<file path="src/etf_pkg.sv">
`timescale 1ns / 1ps
`default_nettype none
// ----------------------------------------------------------------------------
// etf_pkg
// Shared types and constants of the escape-time fractal shader.
// ----------------------------------------------------------------------------
package etf_pkg;

  localparam int unsigned COORD_W = 32;   // Q4.28 plane coordinate
  localparam int unsigned PIX_W   = 10;
  localparam int unsigned STEP_W  = 31;
  localparam int unsigned LIMIT_W = 13;
  localparam int unsigned RGB_W   = 24;
  localparam int unsigned CFG_IDX_W = 3;
  localparam int unsigned CFG_DATA_W = 32;
  localparam int unsigned DIFF_W  = 14;   // 2*pixel - image size, signed
  localparam int unsigned PROD_W  = 46;   // DIFF_W x (STEP_W+1)
  localparam int unsigned SQ_W    = 64;   // Q8.56 square or product
  localparam int unsigned NUM_W   = 21;   // 255 * (limit - i)
  localparam int unsigned SHADE_W = 8;
  localparam int unsigned QUEUE_DEPTH = 2;

  localparam logic [CFG_IDX_W-1:0] CFG_PIXEL_STEP  = 3'd0;
  localparam logic [CFG_IDX_W-1:0] CFG_OFFSET_REAL = 3'd1;
  localparam logic [CFG_IDX_W-1:0] CFG_OFFSET_IMAG = 3'd2;
  localparam logic [CFG_IDX_W-1:0] CFG_START_REAL  = 3'd3;
  localparam logic [CFG_IDX_W-1:0] CFG_START_IMAG  = 3'd4;
  localparam logic [CFG_IDX_W-1:0] CFG_ITER_LIMIT  = 3'd5;

  localparam logic [STEP_W-1:0]  RESET_STEP  = 31'd1048576;
  localparam logic [LIMIT_W-1:0] RESET_LIMIT = 13'd100;

  localparam logic [SQ_W-1:0]  ESCAPE_RADIUS_SQ = 64'h0400_0000_0000_0000;
  localparam logic [RGB_W-1:0] COLOR_WHITE      = 24'hFF_FFFF;

  typedef struct packed {
    logic        [STEP_W-1:0]  pixel_step;
    logic signed [COORD_W-1:0] offset_real;
    logic signed [COORD_W-1:0] offset_imag;
    logic signed [COORD_W-1:0] start_real;
    logic signed [COORD_W-1:0] start_imag;
    logic        [LIMIT_W-1:0] iteration_limit;
  } cfg_t;

  typedef struct packed {
    logic        [PIX_W-1:0]   x;
    logic        [PIX_W-1:0]   y;
    logic signed [COORD_W-1:0] c_real;
    logic signed [COORD_W-1:0] c_imag;
  } item_t;

  // Clamp a wide signed value to the signed 32-bit coordinate range.
  function automatic logic signed [COORD_W-1:0] sat_coord(input logic signed [65:0] v);
    logic signed [65:0] hi;
    logic signed [65:0] lo;
    hi = 66'sh0_7FFF_FFFF;
    lo = -66'sh0_8000_0000;
    if (v > hi) begin
      return 32'sh7FFF_FFFF;
    end else if (v < lo) begin
      return -32'sh8000_0000;
    end
    return v[COORD_W-1:0];
  endfunction

endpackage
`default_nettype wire

</file>
<file path="src/etf_queue.sv">
`timescale 1ns / 1ps
`default_nettype none
// ----------------------------------------------------------------------------
// etf_queue
// Short first-in first-out queue of mapped pixels between front and core.
// ----------------------------------------------------------------------------
module etf_queue (
  input  wire logic            clk_i,
  input  wire logic            rst_ni,
  input  wire logic            push_i,
  input  wire etf_pkg::item_t  item_i,
  output logic                 full_o,
  input  wire logic            pop_i,
  output etf_pkg::item_t       item_o,
  output logic                 empty_o
);

  localparam int unsigned PTR_W = $clog2(etf_pkg::QUEUE_DEPTH);
  localparam int unsigned CNT_W = $clog2(etf_pkg::QUEUE_DEPTH + 1);

  etf_pkg::item_t    mem_q [etf_pkg::QUEUE_DEPTH];
  logic [PTR_W-1:0]  wptr_q, rptr_q;
  logic [CNT_W-1:0]  count_q;

  assign full_o  = (count_q == CNT_W'(etf_pkg::QUEUE_DEPTH));
  assign empty_o = (count_q == '0);
  assign item_o  = mem_q[rptr_q];

  always_ff @(posedge clk_i or negedge rst_ni) begin
    if (!rst_ni) begin
      wptr_q  <= '0;
      rptr_q  <= '0;
      count_q <= '0;
    end else begin
      if (push_i) begin
        wptr_q <= (wptr_q == PTR_W'(etf_pkg::QUEUE_DEPTH - 1)) ? '0 : wptr_q + 1'b1;
      end
      if (pop_i) begin
        rptr_q <= (rptr_q == PTR_W'(etf_pkg::QUEUE_DEPTH - 1)) ? '0 : rptr_q + 1'b1;
      end
      if (push_i && !pop_i) begin
        count_q <= count_q + 1'b1;
      end else if (pop_i && !push_i) begin
        count_q <= count_q - 1'b1;
      end
    end
  end

  always_ff @(posedge clk_i) begin
    if (push_i) begin
      mem_q[wptr_q] <= item_i;
    end
  end

endmodule
`default_nettype wire

</file>
<file path="config.mk">
export PLATFORM = sky130hd
export DESIGN_NAME = etf_queue
export DESIGN_NICKNAME = d
export VERILOG_FILES = /design/src/etf_pkg.sv /design/src/etf_queue.sv
export SDC_FILE = /design/constraint.sdc
export NUM_CORES = 1
export LEC_CHECK = 0
export BUFFER_PORTS_ARGS = -buffer_cell sky130_fd_sc_hd__clkbuf_2
export CORE_MARGIN = 4
export CORE_UTILIZATION = 40
export CTS_CLUSTER_SIZE = 40
export DETAILED_ROUTE_END_ITERATION = 8
export PLACE_DENSITY = 0.67
export SLEW_MARGIN = 10
export SYNTH_ARGS = -nofsm -noshare
export SYNTH_HDL_FRONTEND = slang
export SYNTH_SLANG_ARGS = --single-unit
</file>
<file path="constraint.sdc">
create_clock -name clk_i -period 4.45 [get_ports clk_i]
set_clock_uncertainty 0.1 [all_clocks]
set_input_delay 1.335 -clock clk_i [delete_from_list [all_inputs] [get_ports clk_i]]
set_output_delay 1.335 -clock clk_i [all_outputs]
set_load 0.03 [all_outputs]
</file>
==> qor.yml <==
setup_path:
  r2r_setup_slack_ns: 2.57
  r2r-end: "mem_q[1][10]$_DFFE_PP_"
  r2r-start: "wptr_q$_DFFE_PN0P_"
  cp.arrival_ns: 2.16
  crit_fanout: 44
  cp-end-kind: "output port"
  critPathRequiredTime_ns: 3.01
  worstPathCellList: "buf_12, mux2_2, clkbuf_2"
  slowest_delay_ns: 0.82
  startpoint_type: "register"
  cp_slowest_cell: "dfrtp_4"
  reg2regPathDepth: 1
  worstSetupPathType: "register to output port"
grt:
  track_usage_pct: 13.1
  grt_pass1_wl_mm: 17.8
  first_global_vias: 3477
  gr-total-overflow: 0
  grt_max_degree: 85
  antenna_found_initial: 0
floorplan:
  core_mm2: 0.0153
  dieWidth_um: 133
  initial_core_util_pct: 41.0
  ioPinCount: 174
  rows: 45
  fp.dieH_um: 133
  die-area_mm2: 0.0177
placement:
  dp_slack_ns: 1.23
  placed_area_mm2: 0.00736
  dp_hpwl_mm: 7.52
  port-buffer-count: 173
  place.gp.congestion: 0.701
route:
  ant_nets: 0
  vias_per_cell: 4.61
  num_vias: 3164
  first_iter_violations: 202
  wl_met2_mm: 5.68
  wl_mm: 11.3
  routed.top_layer: "met4"
  drt-pass1-iter-count: 4
  met3_wirelength_um: 748
  wl_met1_mm: 4.66
  drc: 0
  routedWlPerCell_um: 16.5
clock_tree:
  clock_sinks: 172
  h-tree-depth: 4
  cts_buffers: 17
  root_buffer: "clkbuf_16"
  insertion_delay_ns: 0.41
  cts_tree: "built"
  cts-resized-gates: 0
  cts-hold-fix-buffers: 0
  clk_pin_slew_ns: 0.06
  clockBufferDepth: 2
  post_cts_buffers: 0
worst_hold_path:
  min_path_cells: 1
  holdCritPathClass: "register to register"
  hp-start: "count_q[1]$_DFFE_PN0P_"
  holdPathEnd: "count_q[1]$_DFFE_PN0P_"
final_layout:
  syn_to_final_growth_pct: 25.9
  drive_gt1_share_pct: 49.4
  final_util_pct: 51.6
  design_area_mm2: 0.00788
  regArea_mm2: 0.00515
  multi_input_area_mm2: 0.00104
  nFillCells: 1266
  fin_nets: 552
  diodes: 0
yosys:
  async_flop_share_pct: 2.33
  synth_seq_cells: 172
  ys_seq_area_share_pct: 82.2
  synth_area_per_cell_um2: 22.6
  ys.flop_type: "edfxtp_1"
  synth_area_leader_cell: "edfxtp_1"
  synth_top_cell_area_share_pct: 80.6
  synth_nets: 366
  synth-warning-count: 0
  yosysMostFrequentCell: "edfxtp_1"
  synth_common_cells: "168 x edfxtp_1, 50 x mux2_1, 34 x mux2_2, 5 x buf_6"
  syn_area_mm2: 0.00626
  synth.distinct_cells: 14
  synth.top_cells.by_area: "edfxtp_1 81%, mux2_1 9.0%, mux2_2 6.1%"
  synth_edf_count: 168
  syn_inst: 277
pwr:
  irDropWorstVdd_mv: 0.386
  p_per_area_mw_per_mm2: 680
  p_leak_nw: 2.99
sta:
  worst_slew_pin_slew_ns: 1.16
  finalSetupTns_ns: 0
  final_hold_viol_count: 0
  layout_setup_ws_ns: 0.860
  finalMaxSlewViolations: 0
  max_freq_mhz: 279
  grt_setup_unrepaired: "no"
  setup_viol: 0
  fin_crit_sh_pct: 80.7
  slew_headroom_pct: 22.7
  layout_min_cycle_time_ns: 3.59
flow_run:
  drv_cap: 0
run_status:
  status: "complete, no violations"
## worst max-delay path by stage
stage	start	endpoint	slack [ns]	cells after the start
2_1_floorplan	push_i	mem_q[0][0]$_DFFE_PP_	0.38	1
3_3_place_gp	rptr_q$_DFFE_PN0P_	item_o[55]	1.26	3
3_5_place_dp	rptr_q$_DFFE_PN0P_	item_o[56]	1.23	3
4_1_cts	rptr_q$_DFFE_PN0P_	item_o[56]	0.77	3
5_1_grt	rptr_q$_DFFE_PN0P_	item_o[68]	0.73	3
6_report	rptr_q$_DFFE_PN0P_	item_o[68]	0.86	3
## through the flow
| stage | std cells | total power, W | hold slack (ns) |
|---|---|---|---|
| 2_1_floorplan | 277 | 0.00363 | 0.356 |
| 3_3_place_gp | 655 | 0.00410 | 0.371 |
| 3_5_place_dp | 655 | 0.00413 | 0.401 |
| 4_1_cts | 687 | 0.00545 | 0.429 |
| 5_1_grt | 687 | 0.00563 | 0.449 |
| 6_report | 687 | 0.00536 | 0.426 |
## registers in the layout, summed over array words and instances, names as in the netlist
name / cells
wptr_q: 1
rptr_q: 1
mem_q: 168
count_q: 2
## cell usage in the layout, fill, tap and decap left out
master,Yosys,final
buf_12,0,1
xor2_1,4,4
clkinv_1,0,4
dfrtp_1,4,3
bufinv_16,0,1
nor2b_1,2,1
mux2_1,50,50
nor2b_4,0,1
clkinv_2,0,1
edfxtp_1,168,168
mux2_2,34,34
ha_1,1,1
clkinvlp_4,0,3
xnor2_1,1,1
clkbuf_2,0,173
buf_4,1,2
nor2_1,2,2
and2_4,0,1
clkbuf_1,0,6
clkbuf_16,0,17
dfrtp_4,0,1
inv_1,1,1
## worst max-delay path, delay by kind of cell, from the launching register on
| kind | cells | cell delay (ns) |
|---|---|---|
| buf+inv | 2 | 0.51 |
| flops | 1 | 0.82 |
| mux | 1 | 0.38 |
## layout make-up
| cell class | instances | share of cell area (%) |
|---|---|---|
| clock inverters | 9 | 0.921 |
| inverters | 1 | 0.0477 |
| flip-flops and latches | 172 | 65.4 |
| clock buffers | 23 | 5.69 |
| repair buffers | 176 | 11.4 |
| multi-input cells | 95 | 13.2 |
| well taps | 211 | 3.35 |
## power breakdown
part	leakage (nW)	total (W)	switching (W)	internal, W
combinational	1.12	0.00175	0.00118	0.000566
sequential	1.62	0.00231	0.000151	0.00216
clock	0.241	0.00130	0.000545	0.000760
## logic make-up after synthesis
group,share of synthesized area [%]
xor gates and xnor gates,0.700
adders and majority gates,0.200
buffers and inverters,1.32
DFF,82.2
muxes,15.1
and+or+nand+nor,0.420
## per-layer routing
metal  track usage [%]  vias to the layer above
li1                  -                     1468
met2              21.5                      107
met4              6.12                        0
met1              15.5                     1572
met3              4.83                       17
met5                 0                        -
Note: power is estimated with default switching activity, not from simulation.
