[config.mk]
export PLATFORM = sky130hd
export DESIGN_NAME = etf_front
export DESIGN_NICKNAME = d
export VERILOG_FILES = /design/src/etf_pkg.sv /design/src/etf_front.sv
export SDC_FILE = /design/constraint.sdc
export NUM_CORES = 1
export LEC_CHECK = 0
export BUFFER_PORTS_ARGS = -buffer_cell sky130_fd_sc_hd__buf_2
export CORE_MARGIN = 10
export CORE_UTILIZATION = 45
export CTS_CLUSTER_DIAMETER = 80
export CTS_CLUSTER_SIZE = 8
export DETAILED_ROUTE_END_ITERATION = 10
export PLACE_DENSITY = 0.66
export SETUP_SLACK_MARGIN = 0.02
export SLEW_MARGIN = 10
export SYNTH_ARGS = -nofsm -noshare
export SYNTH_HDL_FRONTEND = slang
export SYNTH_SLANG_ARGS = --single-unit
[constraint.sdc]
create_clock -name clk_i -period 7.9 [get_ports clk_i]
set_input_delay 1.58 -clock clk_i [delete_from_list [all_inputs] [get_ports clk_i]]
set_output_delay 1.58 -clock clk_i [all_outputs]
set_load 0.02 [all_outputs]
[src/etf_pkg.sv]
`timescale 1ns / 1ps
`default_nettype none
// ----------------------------------------------------------------------------
// etf_pkg
// Shared types and constants of the escape-time fractal shader.
// ----------------------------------------------------------------------------
package etf_pkg;

  localparam int unsigned COORD_W = 32;   // Q4.28 plane coordinate
  localparam int unsigned PIX_W   = 10;
  localparam int unsigned STEP_W  = 31;
  localparam int unsigned LIMIT_W = 13;
  localparam int unsigned RGB_W   = 24;
  localparam int unsigned CFG_IDX_W = 3;
  localparam int unsigned CFG_DATA_W = 32;
  localparam int unsigned DIFF_W  = 14;   // 2*pixel - image size, signed
  localparam int unsigned PROD_W  = 46;   // DIFF_W x (STEP_W+1)
  localparam int unsigned SQ_W    = 64;   // Q8.56 square or product
  localparam int unsigned NUM_W   = 21;   // 255 * (limit - i)
  localparam int unsigned SHADE_W = 8;
  localparam int unsigned QUEUE_DEPTH = 2;

  localparam logic [CFG_IDX_W-1:0] CFG_PIXEL_STEP  = 3'd0;
  localparam logic [CFG_IDX_W-1:0] CFG_OFFSET_REAL = 3'd1;
  localparam logic [CFG_IDX_W-1:0] CFG_OFFSET_IMAG = 3'd2;
  localparam logic [CFG_IDX_W-1:0] CFG_START_REAL  = 3'd3;
  localparam logic [CFG_IDX_W-1:0] CFG_START_IMAG  = 3'd4;
  localparam logic [CFG_IDX_W-1:0] CFG_ITER_LIMIT  = 3'd5;

  localparam logic [STEP_W-1:0]  RESET_STEP  = 31'd1048576;
  localparam logic [LIMIT_W-1:0] RESET_LIMIT = 13'd100;

  localparam logic [SQ_W-1:0]  ESCAPE_RADIUS_SQ = 64'h0400_0000_0000_0000;
  localparam logic [RGB_W-1:0] COLOR_WHITE      = 24'hFF_FFFF;

  typedef struct packed {
    logic        [STEP_W-1:0]  pixel_step;
    logic signed [COORD_W-1:0] offset_real;
    logic signed [COORD_W-1:0] offset_imag;
    logic signed [COORD_W-1:0] start_real;
    logic signed [COORD_W-1:0] start_imag;
    logic        [LIMIT_W-1:0] iteration_limit;
  } cfg_t;

  typedef struct packed {
    logic        [PIX_W-1:0]   x;
    logic        [PIX_W-1:0]   y;
    logic signed [COORD_W-1:0] c_real;
    logic signed [COORD_W-1:0] c_imag;
  } item_t;

  // Clamp a wide signed value to the signed 32-bit coordinate range.
  function automatic logic signed [COORD_W-1:0] sat_coord(input logic signed [65:0] v);
    logic signed [65:0] hi;
    logic signed [65:0] lo;
    hi = 66'sh0_7FFF_FFFF;
    lo = -66'sh0_8000_0000;
    if (v > hi) begin
      return 32'sh7FFF_FFFF;
    end else if (v < lo) begin
      return -32'sh8000_0000;
    end
    return v[COORD_W-1:0];
  endfunction

endpackage
`default_nettype wire

[src/etf_front.sv]
`timescale 1ns / 1ps
`default_nettype none
// ----------------------------------------------------------------------------
// etf_front
// Accepts a pixel and maps it to its point c of the complex plane.
// ----------------------------------------------------------------------------
module etf_front #(
  parameter int unsigned IMAGE_SIZE = 1024
) (
  input  wire logic                         clk_i,
  input  wire logic                         rst_ni,
  input  wire logic                         start_i,
  input  wire logic [etf_pkg::PIX_W-1:0]    pixel_x_i,
  input  wire logic [etf_pkg::PIX_W-1:0]    pixel_y_i,
  input  wire etf_pkg::cfg_t                cfg_i,
  output logic                              busy_o,
  output logic                              push_o,
  output etf_pkg::item_t                    item_o,
  input  wire logic                         full_i
);

  localparam logic [1:0] F_IDLE = 2'd0;
  localparam logic [1:0] F_MULX = 2'd1;
  localparam logic [1:0] F_MULY = 2'd2;
  localparam logic [1:0] F_PUSH = 2'd3;

  logic [1:0] state_q, state_d;
  logic [etf_pkg::PIX_W-1:0] x_q, y_q;
  logic signed [etf_pkg::PROD_W-1:0] prod_q;
  logic signed [etf_pkg::COORD_W-1:0] cr_q;

  logic [etf_pkg::PIX_W-1:0] pix_sel;
  logic signed [etf_pkg::DIFF_W-1:0] diff;
  logic signed [etf_pkg::COORD_W:0] step_s;
  logic signed [etf_pkg::PROD_W-1:0] prod_d;
  logic signed [etf_pkg::COORD_W-1:0] offset_sel;
  logic signed [etf_pkg::COORD_W-1:0] mapped;
  logic accept;

  assign accept = start_i && (state_q == F_IDLE);
  assign busy_o = (state_q != F_IDLE);

  // Multiplier is shared by the two axes, one after the other.
  always_comb begin
    pix_sel = (state_q == F_MULX) ? x_q : y_q;
    diff    = $signed({{(etf_pkg::DIFF_W-etf_pkg::PIX_W-1){1'b0}}, pix_sel, 1'b0})
              - $signed(etf_pkg::DIFF_W'(IMAGE_SIZE));
    step_s  = $signed({2'b00, cfg_i.pixel_step});
    prod_d  = etf_pkg::PROD_W'(diff) * etf_pkg::PROD_W'(step_s);
    offset_sel = (state_q == F_PUSH) ? cfg_i.offset_imag : cfg_i.offset_real;
    // Arithmetic shift gives the halving with rounding toward minus infinity.
    mapped  = etf_pkg::sat_coord(66'(prod_q >>> 1) + 66'(offset_sel));
  end

  always_comb begin
    state_d = state_q;
    case (state_q)
      F_IDLE: begin
        if (start_i) begin
          state_d = F_MULX;
        end
      end
      F_MULX: state_d = F_MULY;
      F_MULY: state_d = F_PUSH;
      F_PUSH: begin
        if (!full_i) begin
          state_d = F_IDLE;
        end
      end
      default: state_d = F_IDLE;
    endcase
  end

  always_ff @(posedge clk_i or negedge rst_ni) begin
    if (!rst_ni) begin
      state_q <= F_IDLE;
    end else begin
      state_q <= state_d;
    end
  end

  always_ff @(posedge clk_i) begin
    if (accept) begin
      x_q <= pixel_x_i;
      y_q <= pixel_y_i;
    end
    if (state_q == F_MULX || state_q == F_MULY) begin
      prod_q <= prod_d;
    end
    if (state_q == F_MULY) begin
      cr_q <= mapped;
    end
  end

  assign push_o        = (state_q == F_PUSH) && !full_i;
  assign item_o.x      = x_q;
  assign item_o.y      = y_q;
  assign item_o.c_real = cr_q;
  assign item_o.c_imag = mapped;

endmodule
`default_nettype wire

==> results.sh, run 1 <==
export IMPL_seq_area_um2=2900
export IMPL_cts_clk_slew_worst_paths_ps=70
export IMPL_grt_pass1_vias=14248
export IMPL_rows=72
export IMPL_rsz0062_at_grt="false"
export IMPL_crit_type="in -> out"
export IMPL_nNetsFinal=2639
export IMPL_fin_ws_ps=411
export IMPL_cp_required_ps=6320
export IMPL_io_buffers=204
export IMPL_synth_largest_area_cell="fa_1"
export IMPL_endpoint_kind="output port"
export IMPL_cts_inserted_buffers=9
export IMPL_grt_overflow=0
export IMPL_cp_data_arrival_time_ps=5910
export IMPL_grt_pass1_wl_um=73700
export IMPL_dpl_worst_slack_ps=227
export IMPL_die_h_um=218
export IMPL_hold_ws_ps=667
export IMPL_slew_violations=0
export IMPL_ys_types=75
export IMPL_cts_tree="yes"
export IMPL_synth_area_leaders="fa_1, edfxtp_1, ha_1, inv_1, nand2_1"
export IMPL_area_growth_pct=10.1
export IMPL_setup_tns_ps=0
export IMPL_grt_start_max_net_pins=45
export IMPL_synth_top_area_share_pct=29.7
export IMPL_period_minus_slack_ps=7490
export IMPL_worstMarginPinSlew_ps=948
export IMPL_synth_area_per_cell_um2=9.56
export IMPL_cp_depth=16
export IMPL_synth_most_common_cell="inv_1"
export IMPL_wl_per_cell_um=17.6
export IMPL_layout_drive_gt1_share_pct=16.8
export IMPL_routed_wl_um=44200
export IMPL_cts_buffer_depth=2
export IMPL_drc_errors=0
export IMPL_antennaDiodeCount=0
export IMPL_cts_sinks=97
export IMPL_crit_slowest_cell="o21ai_0"
export IMPL_hp_class="reg -> reg"
export IMPL_multi_input_area_um2=13200
export IMPL_crit_path_cell_trace="buf_2 -> mux2_2 -> ha_1 -> a21o_1 -> a21oi_1 -> o21bai_1 -> a211oi_1 -> o21ai_0 -> mux2_2 -> a311oi_1 -> nand4_1 -> nor4_1 -> a41oi_4 -> buf_4 -> o31ai_2 -> buf_2"
export IMPL_dp_hpwl_um=38200
export IMPL_yosysSeqAreaShare_pct=16.4
export IMPL_r2r_cells=24
export IMPL_hold_violations=0
export IMPL_synth_area_um2=17600
export IMPL_synth_edf_count=95
export IMPL_critPathBufInv=3
export IMPL_drt_iter0_drc=707
export IMPL_antenna_found_initial=0
export IMPL_ys_seq_elements=97
export IMPL_ant_nets=0
export IMPL_dr_total_vias=13248
export IMPL_synth_nets=2493
export IMPL_status="completed"
export IMPL_fin_crit_sh_pct=94.8
export IMPL_critPathMaxStageDelay_ps=550
export IMPL_worstSetupStartpointType="input port"
export IMPL_floorplan_initialDensity_pct=45.6
export IMPL_drt_vias_per_instance=5.27
export IMPL_critPathMaxFanout=31
export IMPL_postCtsSetupBuffers=0
export IMPL_cap_viol_max_count=0
export IMPL_clock_fmax_ghz=0.134
export IMPL_synthTopCellsByCount="inv_1, fa_1, nand2_1"
export IMPL_fin_skew_ps=17.1
export IMPL_yosys_warnings=0
export IMPL_min_path_cells=2
export IMPL_fillerInstances=3580
export IMPL_dieArea_um2=47500
export IMPL_clk_latency_ps=380
export IMPL_place_congestion=0.886
export IMPL_critPathTopFamily="compound AO/OA/AOI/OAI gates"
export IMPL_syn_inst=1846
export IMPL_io_pins=282
export IMPL_cts_hold_buf=0
export IMPL_core_um2=38700
export IMPL_drt_pass1_iter_count=7
export IMPL_track_usage_pct=19.2
export IMPL_setup_violations_final=0
export IMPL_root_buffer="clkbuf_16"
export IMPL_synthFlopType="edfxtp_1"
export IMPL_die_w_um=218
export IMPL_maxSlewHeadroom_pct=36.8
export IMPL_synthArstFlopShare_pct=2.06
export IMPL_htree_levels=3
worst register-to-register path, cell delays in order, from the launching register on:
cell       delay [ps]
dfrtp_1           410
inv_1             130
ha_1              200
buf_4             240
mux2_2            600
and2_1            290
fa_1              560
fa_1              430
fa_1              470
fa_1              490
inv_1              50
fa_1              470
inv_1              40
ha_1              280
a21o_1            180
a21o_1            170
a21o_1            200
a2111oi_0         420
nand3b_1          150
a21oi_1           370
o21a_1            230
a31oi_1           150
a221o_1           350
a21oi_1           170
xnor2_1           100
path summary, 6_finish.rpt:
kind	start	to	slack (ps)
worst max register to register	state_q[1]$_DFFE_PN0P_	prod_q[43]$_DFFE_PP_	490
worst min-delay path	state_q[0]$_DFFE_PN0P_	state_q[0]$_DFFE_PN0P_	670
worst min register to register	state_q[0]$_DFFE_PN0P_	state_q[0]$_DFFE_PN0P_	670
max in group asynchronous	rst_ni	state_q[0]$_DFFE_PN0P_	6830
worst max-delay path	cfg_i[105]	item_o[27]	410
min in group asynchronous	rst_ni	state_q[1]$_DFFE_PN0P_	980
flip-flops by register name (all words and copies together), names as in the netlist:
register and cells:
cr_q 32, prod_q 43, x_q 10, state_q 2, y_q 10
layout make-up:
type | count | area share (%)
clock inverter | 6 | 0.264
clock buffer | 9 | 1.16
multi-input combinational | 1343 | 68.1
tap | 518 | 3.34
sequential | 97 | 14.9
timing repair buffer | 221 | 5.98
inverter | 320 | 6.20
repair_timing:
action / in CTS / in global routing
hold endpoints to repair: 0 / 0
gates resized for setup: 0 / 5
endpoints found under the setup margin: 0 / 3
cells by family after synthesis:
logic type	after synthesis	share of synthesized area, %
simple gates	506	14.1
fa+ha+maj	451	43.1
buf+inv	406	8.88
compound gates	272	11.3
flops	97	16.4
xor+xnor	71	3.52
mux	43	2.73
per-layer routing:
metal  GRT usage (%)  share of wire (%)  vias up
li1                -                  -     6248
met5               0                  0        -
met1            24.5                 44     6584
met2            32.1                 47      377
met3            4.37                7.1       39
met4            4.81                1.6        0
cells in the final DEF (no fill, tap or decap), types with 27 or more instances in the layout:
| cell | Yosys | layout |
|---|---|---|
| and2_1 | 85 | 85 |
| a21oi_1 | 59 | 59 |
| edfxtp_1 | 95 | 95 |
| o21ai_2 | 27 | 27 |
| nand2_1 | 209 | 209 |
| nor2b_1 | 71 | 71 |
| inv_1 | 320 | 319 |
| mux2_2 | 41 | 38 |
| o21ai_0 | 41 | 41 |
| nor2_1 | 68 | 68 |
| a21o_1 | 41 | 41 |
| buf_2 | 1 | 204 |
| fa_1 | 262 | 262 |
| ha_1 | 189 | 188 |
| xnor2_1 | 47 | 47 |
metrics by stage:
step / util, % / instance area (µm²) / std cells
6_report: 50.2 / 19400 / 2514
4_1_cts: 50.1 / 19400 / 2514
3_3_place_gp: 49.4 / 19100 / 2499
3_5_place_dp: 49.4 / 19100 / 2499
2_1_floorplan: - / 17600 / 1846
5_1_grt: 50.2 / 19400 / 2514
Power of run 1 is left out: the tool's default activity adds up to more than one toggle a clock period on the data nets, which glitch-free logic cannot reach.
==> inputs of run 2 (changes only) <==
--- a/config.mk
+++ b/config.mk
@@ -5,13 +5,13 @@
 export SDC_FILE = /design/constraint.sdc
 export NUM_CORES = 1
 export LEC_CHECK = 0
-export BUFFER_PORTS_ARGS = -buffer_cell sky130_fd_sc_hd__buf_2
 export CORE_MARGIN = 10
 export CORE_UTILIZATION = 45
 export CTS_CLUSTER_DIAMETER = 80
 export CTS_CLUSTER_SIZE = 8
 export DETAILED_ROUTE_END_ITERATION = 10
-export PLACE_DENSITY = 0.66
+export DONT_BUFFER_PORTS = 1
+export MAX_ROUTING_LAYER = met4
 export SETUP_SLACK_MARGIN = 0.02
 export SLEW_MARGIN = 10
 export SYNTH_ARGS = -nofsm -noshare
==> run 2 against run 1 <==
Against the previous run: via count is 6.5% lower; sequential share of layout area grew 0.74 points; register-to-register slack better by 90 ps; routed wire length decreased by 0.55%; die area did not move; flip-flop and latch count unchanged; setup slack better by 33 ps; fmax grew 0.45%; design area fell by 4.7%; clock skew fell by 1.5 ps; first-iteration DRC count fell by 14%; critical endpoint is now item_o[10].
==> results.sh, run 2 (synthesis gave the netlist of run 1 again) <==
export IMPL_status="completed"
export IMPL_seq_area_um2=2900
export IMPL_cts_hold_buf=0
export IMPL_cts_clk_slew_worst_paths_ps=70
export IMPL_htree_levels=3
export IMPL_grt_pass1_vias=13086
export IMPL_drt_pass1_iter_count=5
export IMPL_layout_drive_gt1_share_pct=7.88
export IMPL_worstMarginPinSlew_ps=944
export IMPL_critPathBufInv=1
export IMPL_period_minus_slack_ps=7460
export IMPL_antenna_found_initial=0
export IMPL_dr_total_vias=12385
export IMPL_hold_violations=0
export IMPL_root_buffer="clkbuf_16"
export IMPL_dpl_worst_slack_ps=385
export IMPL_cp_data_arrival_time_ps=5880
export IMPL_maxSlewHeadroom_pct=37.1
export IMPL_antennaDiodeCount=0
export IMPL_grt_start_max_net_pins=45
export IMPL_crit_type="in -> out"
export IMPL_largestRegisters="prod_q: 43 flops, cr_q: 32 flops"
export IMPL_rsz0062_at_grt="false"
export IMPL_fin_crit_sh_pct=94.4
export IMPL_crit_slowest_cell="or4_4"
export IMPL_cp_required_ps=6320
export IMPL_endpoint_kind="output port"
export IMPL_cts_sinks=97
export IMPL_critPathTopFamily="compound AO/OA/AOI/OAI gates"
export IMPL_cts_buffer_depth=2
export IMPL_crit_path_cell_trace="mux2_2 -> ha_1 -> a21o_1 -> a31o_1 -> or4_4 -> nor2_2 -> a2111o_2 -> nand2_1 -> a311oi_1 -> nand4_1 -> nor4_1 -> a41oi_4 -> buf_4 -> o21ai_2"
export IMPL_io_pins=282
export IMPL_dp_hpwl_um=37300
export IMPL_die_w_um=218
export IMPL_nNetsFinal=2444
export IMPL_cap_viol_max_count=0
export IMPL_final_common_cell="inv_1"
export IMPL_critPathMaxFanout=19
export IMPL_largest_reg_flops=43
export IMPL_worstSetupStartpointType="input port"
export IMPL_fillerInstances=3628
export IMPL_setup_tns_ps=0
export IMPL_track_usage_pct=19.5
export IMPL_top_register="prod_q"
export IMPL_io_buffers=0
export IMPL_drt_vias_per_instance=5.34
export IMPL_grt_overflow=0
export IMPL_critPathMaxStageDelay_ps=550
export IMPL_rows=72
export IMPL_floorplan_initialDensity_pct=45.6
export IMPL_fin_skew_ps=15.6
export IMPL_drc_errors=0
export IMPL_core_um2=38700
export IMPL_multi_input_area_um2=13200
export IMPL_drt_iter0_drc=608
export IMPL_wl_per_cell_um=19.0
export IMPL_grt_pass1_wl_um=71400
export IMPL_place_congestion=0.880
export IMPL_area_growth_pct=4.89
export IMPL_die_h_um=218
export IMPL_fin_ws_ps=444
export IMPL_cts_inserted_buffers=9
export IMPL_clock_fmax_ghz=0.134
export IMPL_clk_latency_ps=390
export IMPL_routed_wl_um=44000
export IMPL_hp_class="reg -> reg"
export IMPL_slew_violations=0
export IMPL_layout_common_cells="inv_1, fa_1, nand2_1"
export IMPL_ant_nets=0
export IMPL_setup_violations_final=0
export IMPL_cts_tree="yes"
export IMPL_dieArea_um2=47500
[run 2: cell count changes in the layout (fill, tap and decap cells not counted), sizes merged]
cell and delta:
buf -195, bufinv +1, clkinvlp -2, clkinv +2
[run 2: metrics by stage]
step / area [µm²] / util [%] / hold slack [ps] / std cells
after floorplan: 17600 / - / 595 / 1846
after global placement: 18200 / 46.9 / 639 / 2304
after detailed placement: 18200 / 46.9 / 665 / 2304
after CTS: 18500 / 47.7 / 682 / 2320
after global routing: 18500 / 47.8 / 717 / 2320
final: 18500 / 47.8 / 670 / 2320
[run 2: layout make-up]
class,instances,share of cell area (%)
clock buffer,9,1.22
tap,518,3.50
sequential,97,15.7
timing repair buffer,26,1.19
inverter,320,6.51
clock inverter,7,0.453
multi-input combinational,1343,71.5
[run 2: path summary, 6_finish.rpt]
check	startpoint	to	slack, ps	depth (start not counted)
max	cfg_i[93]	item_o[10]	440	14
min	state_q[1]$_DFFE_PN0P_	state_q[1]$_DFFE_PN0P_	670	2
max reg2reg	state_q[1]$_DFFE_PN0P_	prod_q[43]$_DFFE_PP_	580	24
min reg2reg	state_q[1]$_DFFE_PN0P_	state_q[1]$_DFFE_PN0P_	670	2
max in group asynchronous	rst_ni	state_q[1]$_DFFE_PN0P_	6950	0
min in group asynchronous	rst_ni	state_q[1]$_DFFE_PN0P_	880	0
[run 2: per-layer routing]
| metal | vias to the layer above | share of wire [%] | track usage [%] |
|---|---|---|---|
| li1 | 5852 | - | - |
| met1 | 6179 | 44 | 24.2 |
| met2 | 319 | 47 | 31.7 |
| met3 | 35 | 7.3 | 4.79 |
| met4 | 0 | 1.6 | 4.33 |
| met5 | - | 0 | - |
[run 2: what timing repair did]
action	4_1_cts	5_1_grt
setup endpoints to repair	0	3
gates resized for setup	0	5
buffers inserted	0	0
[run 2: tightest hold or removal path, stage by stage, from the launching register on]
cell and delay [ps]:
dfrtp_1 370, inv_1 100, o21ai_0 160
Power of run 2 is left out for the same reason.
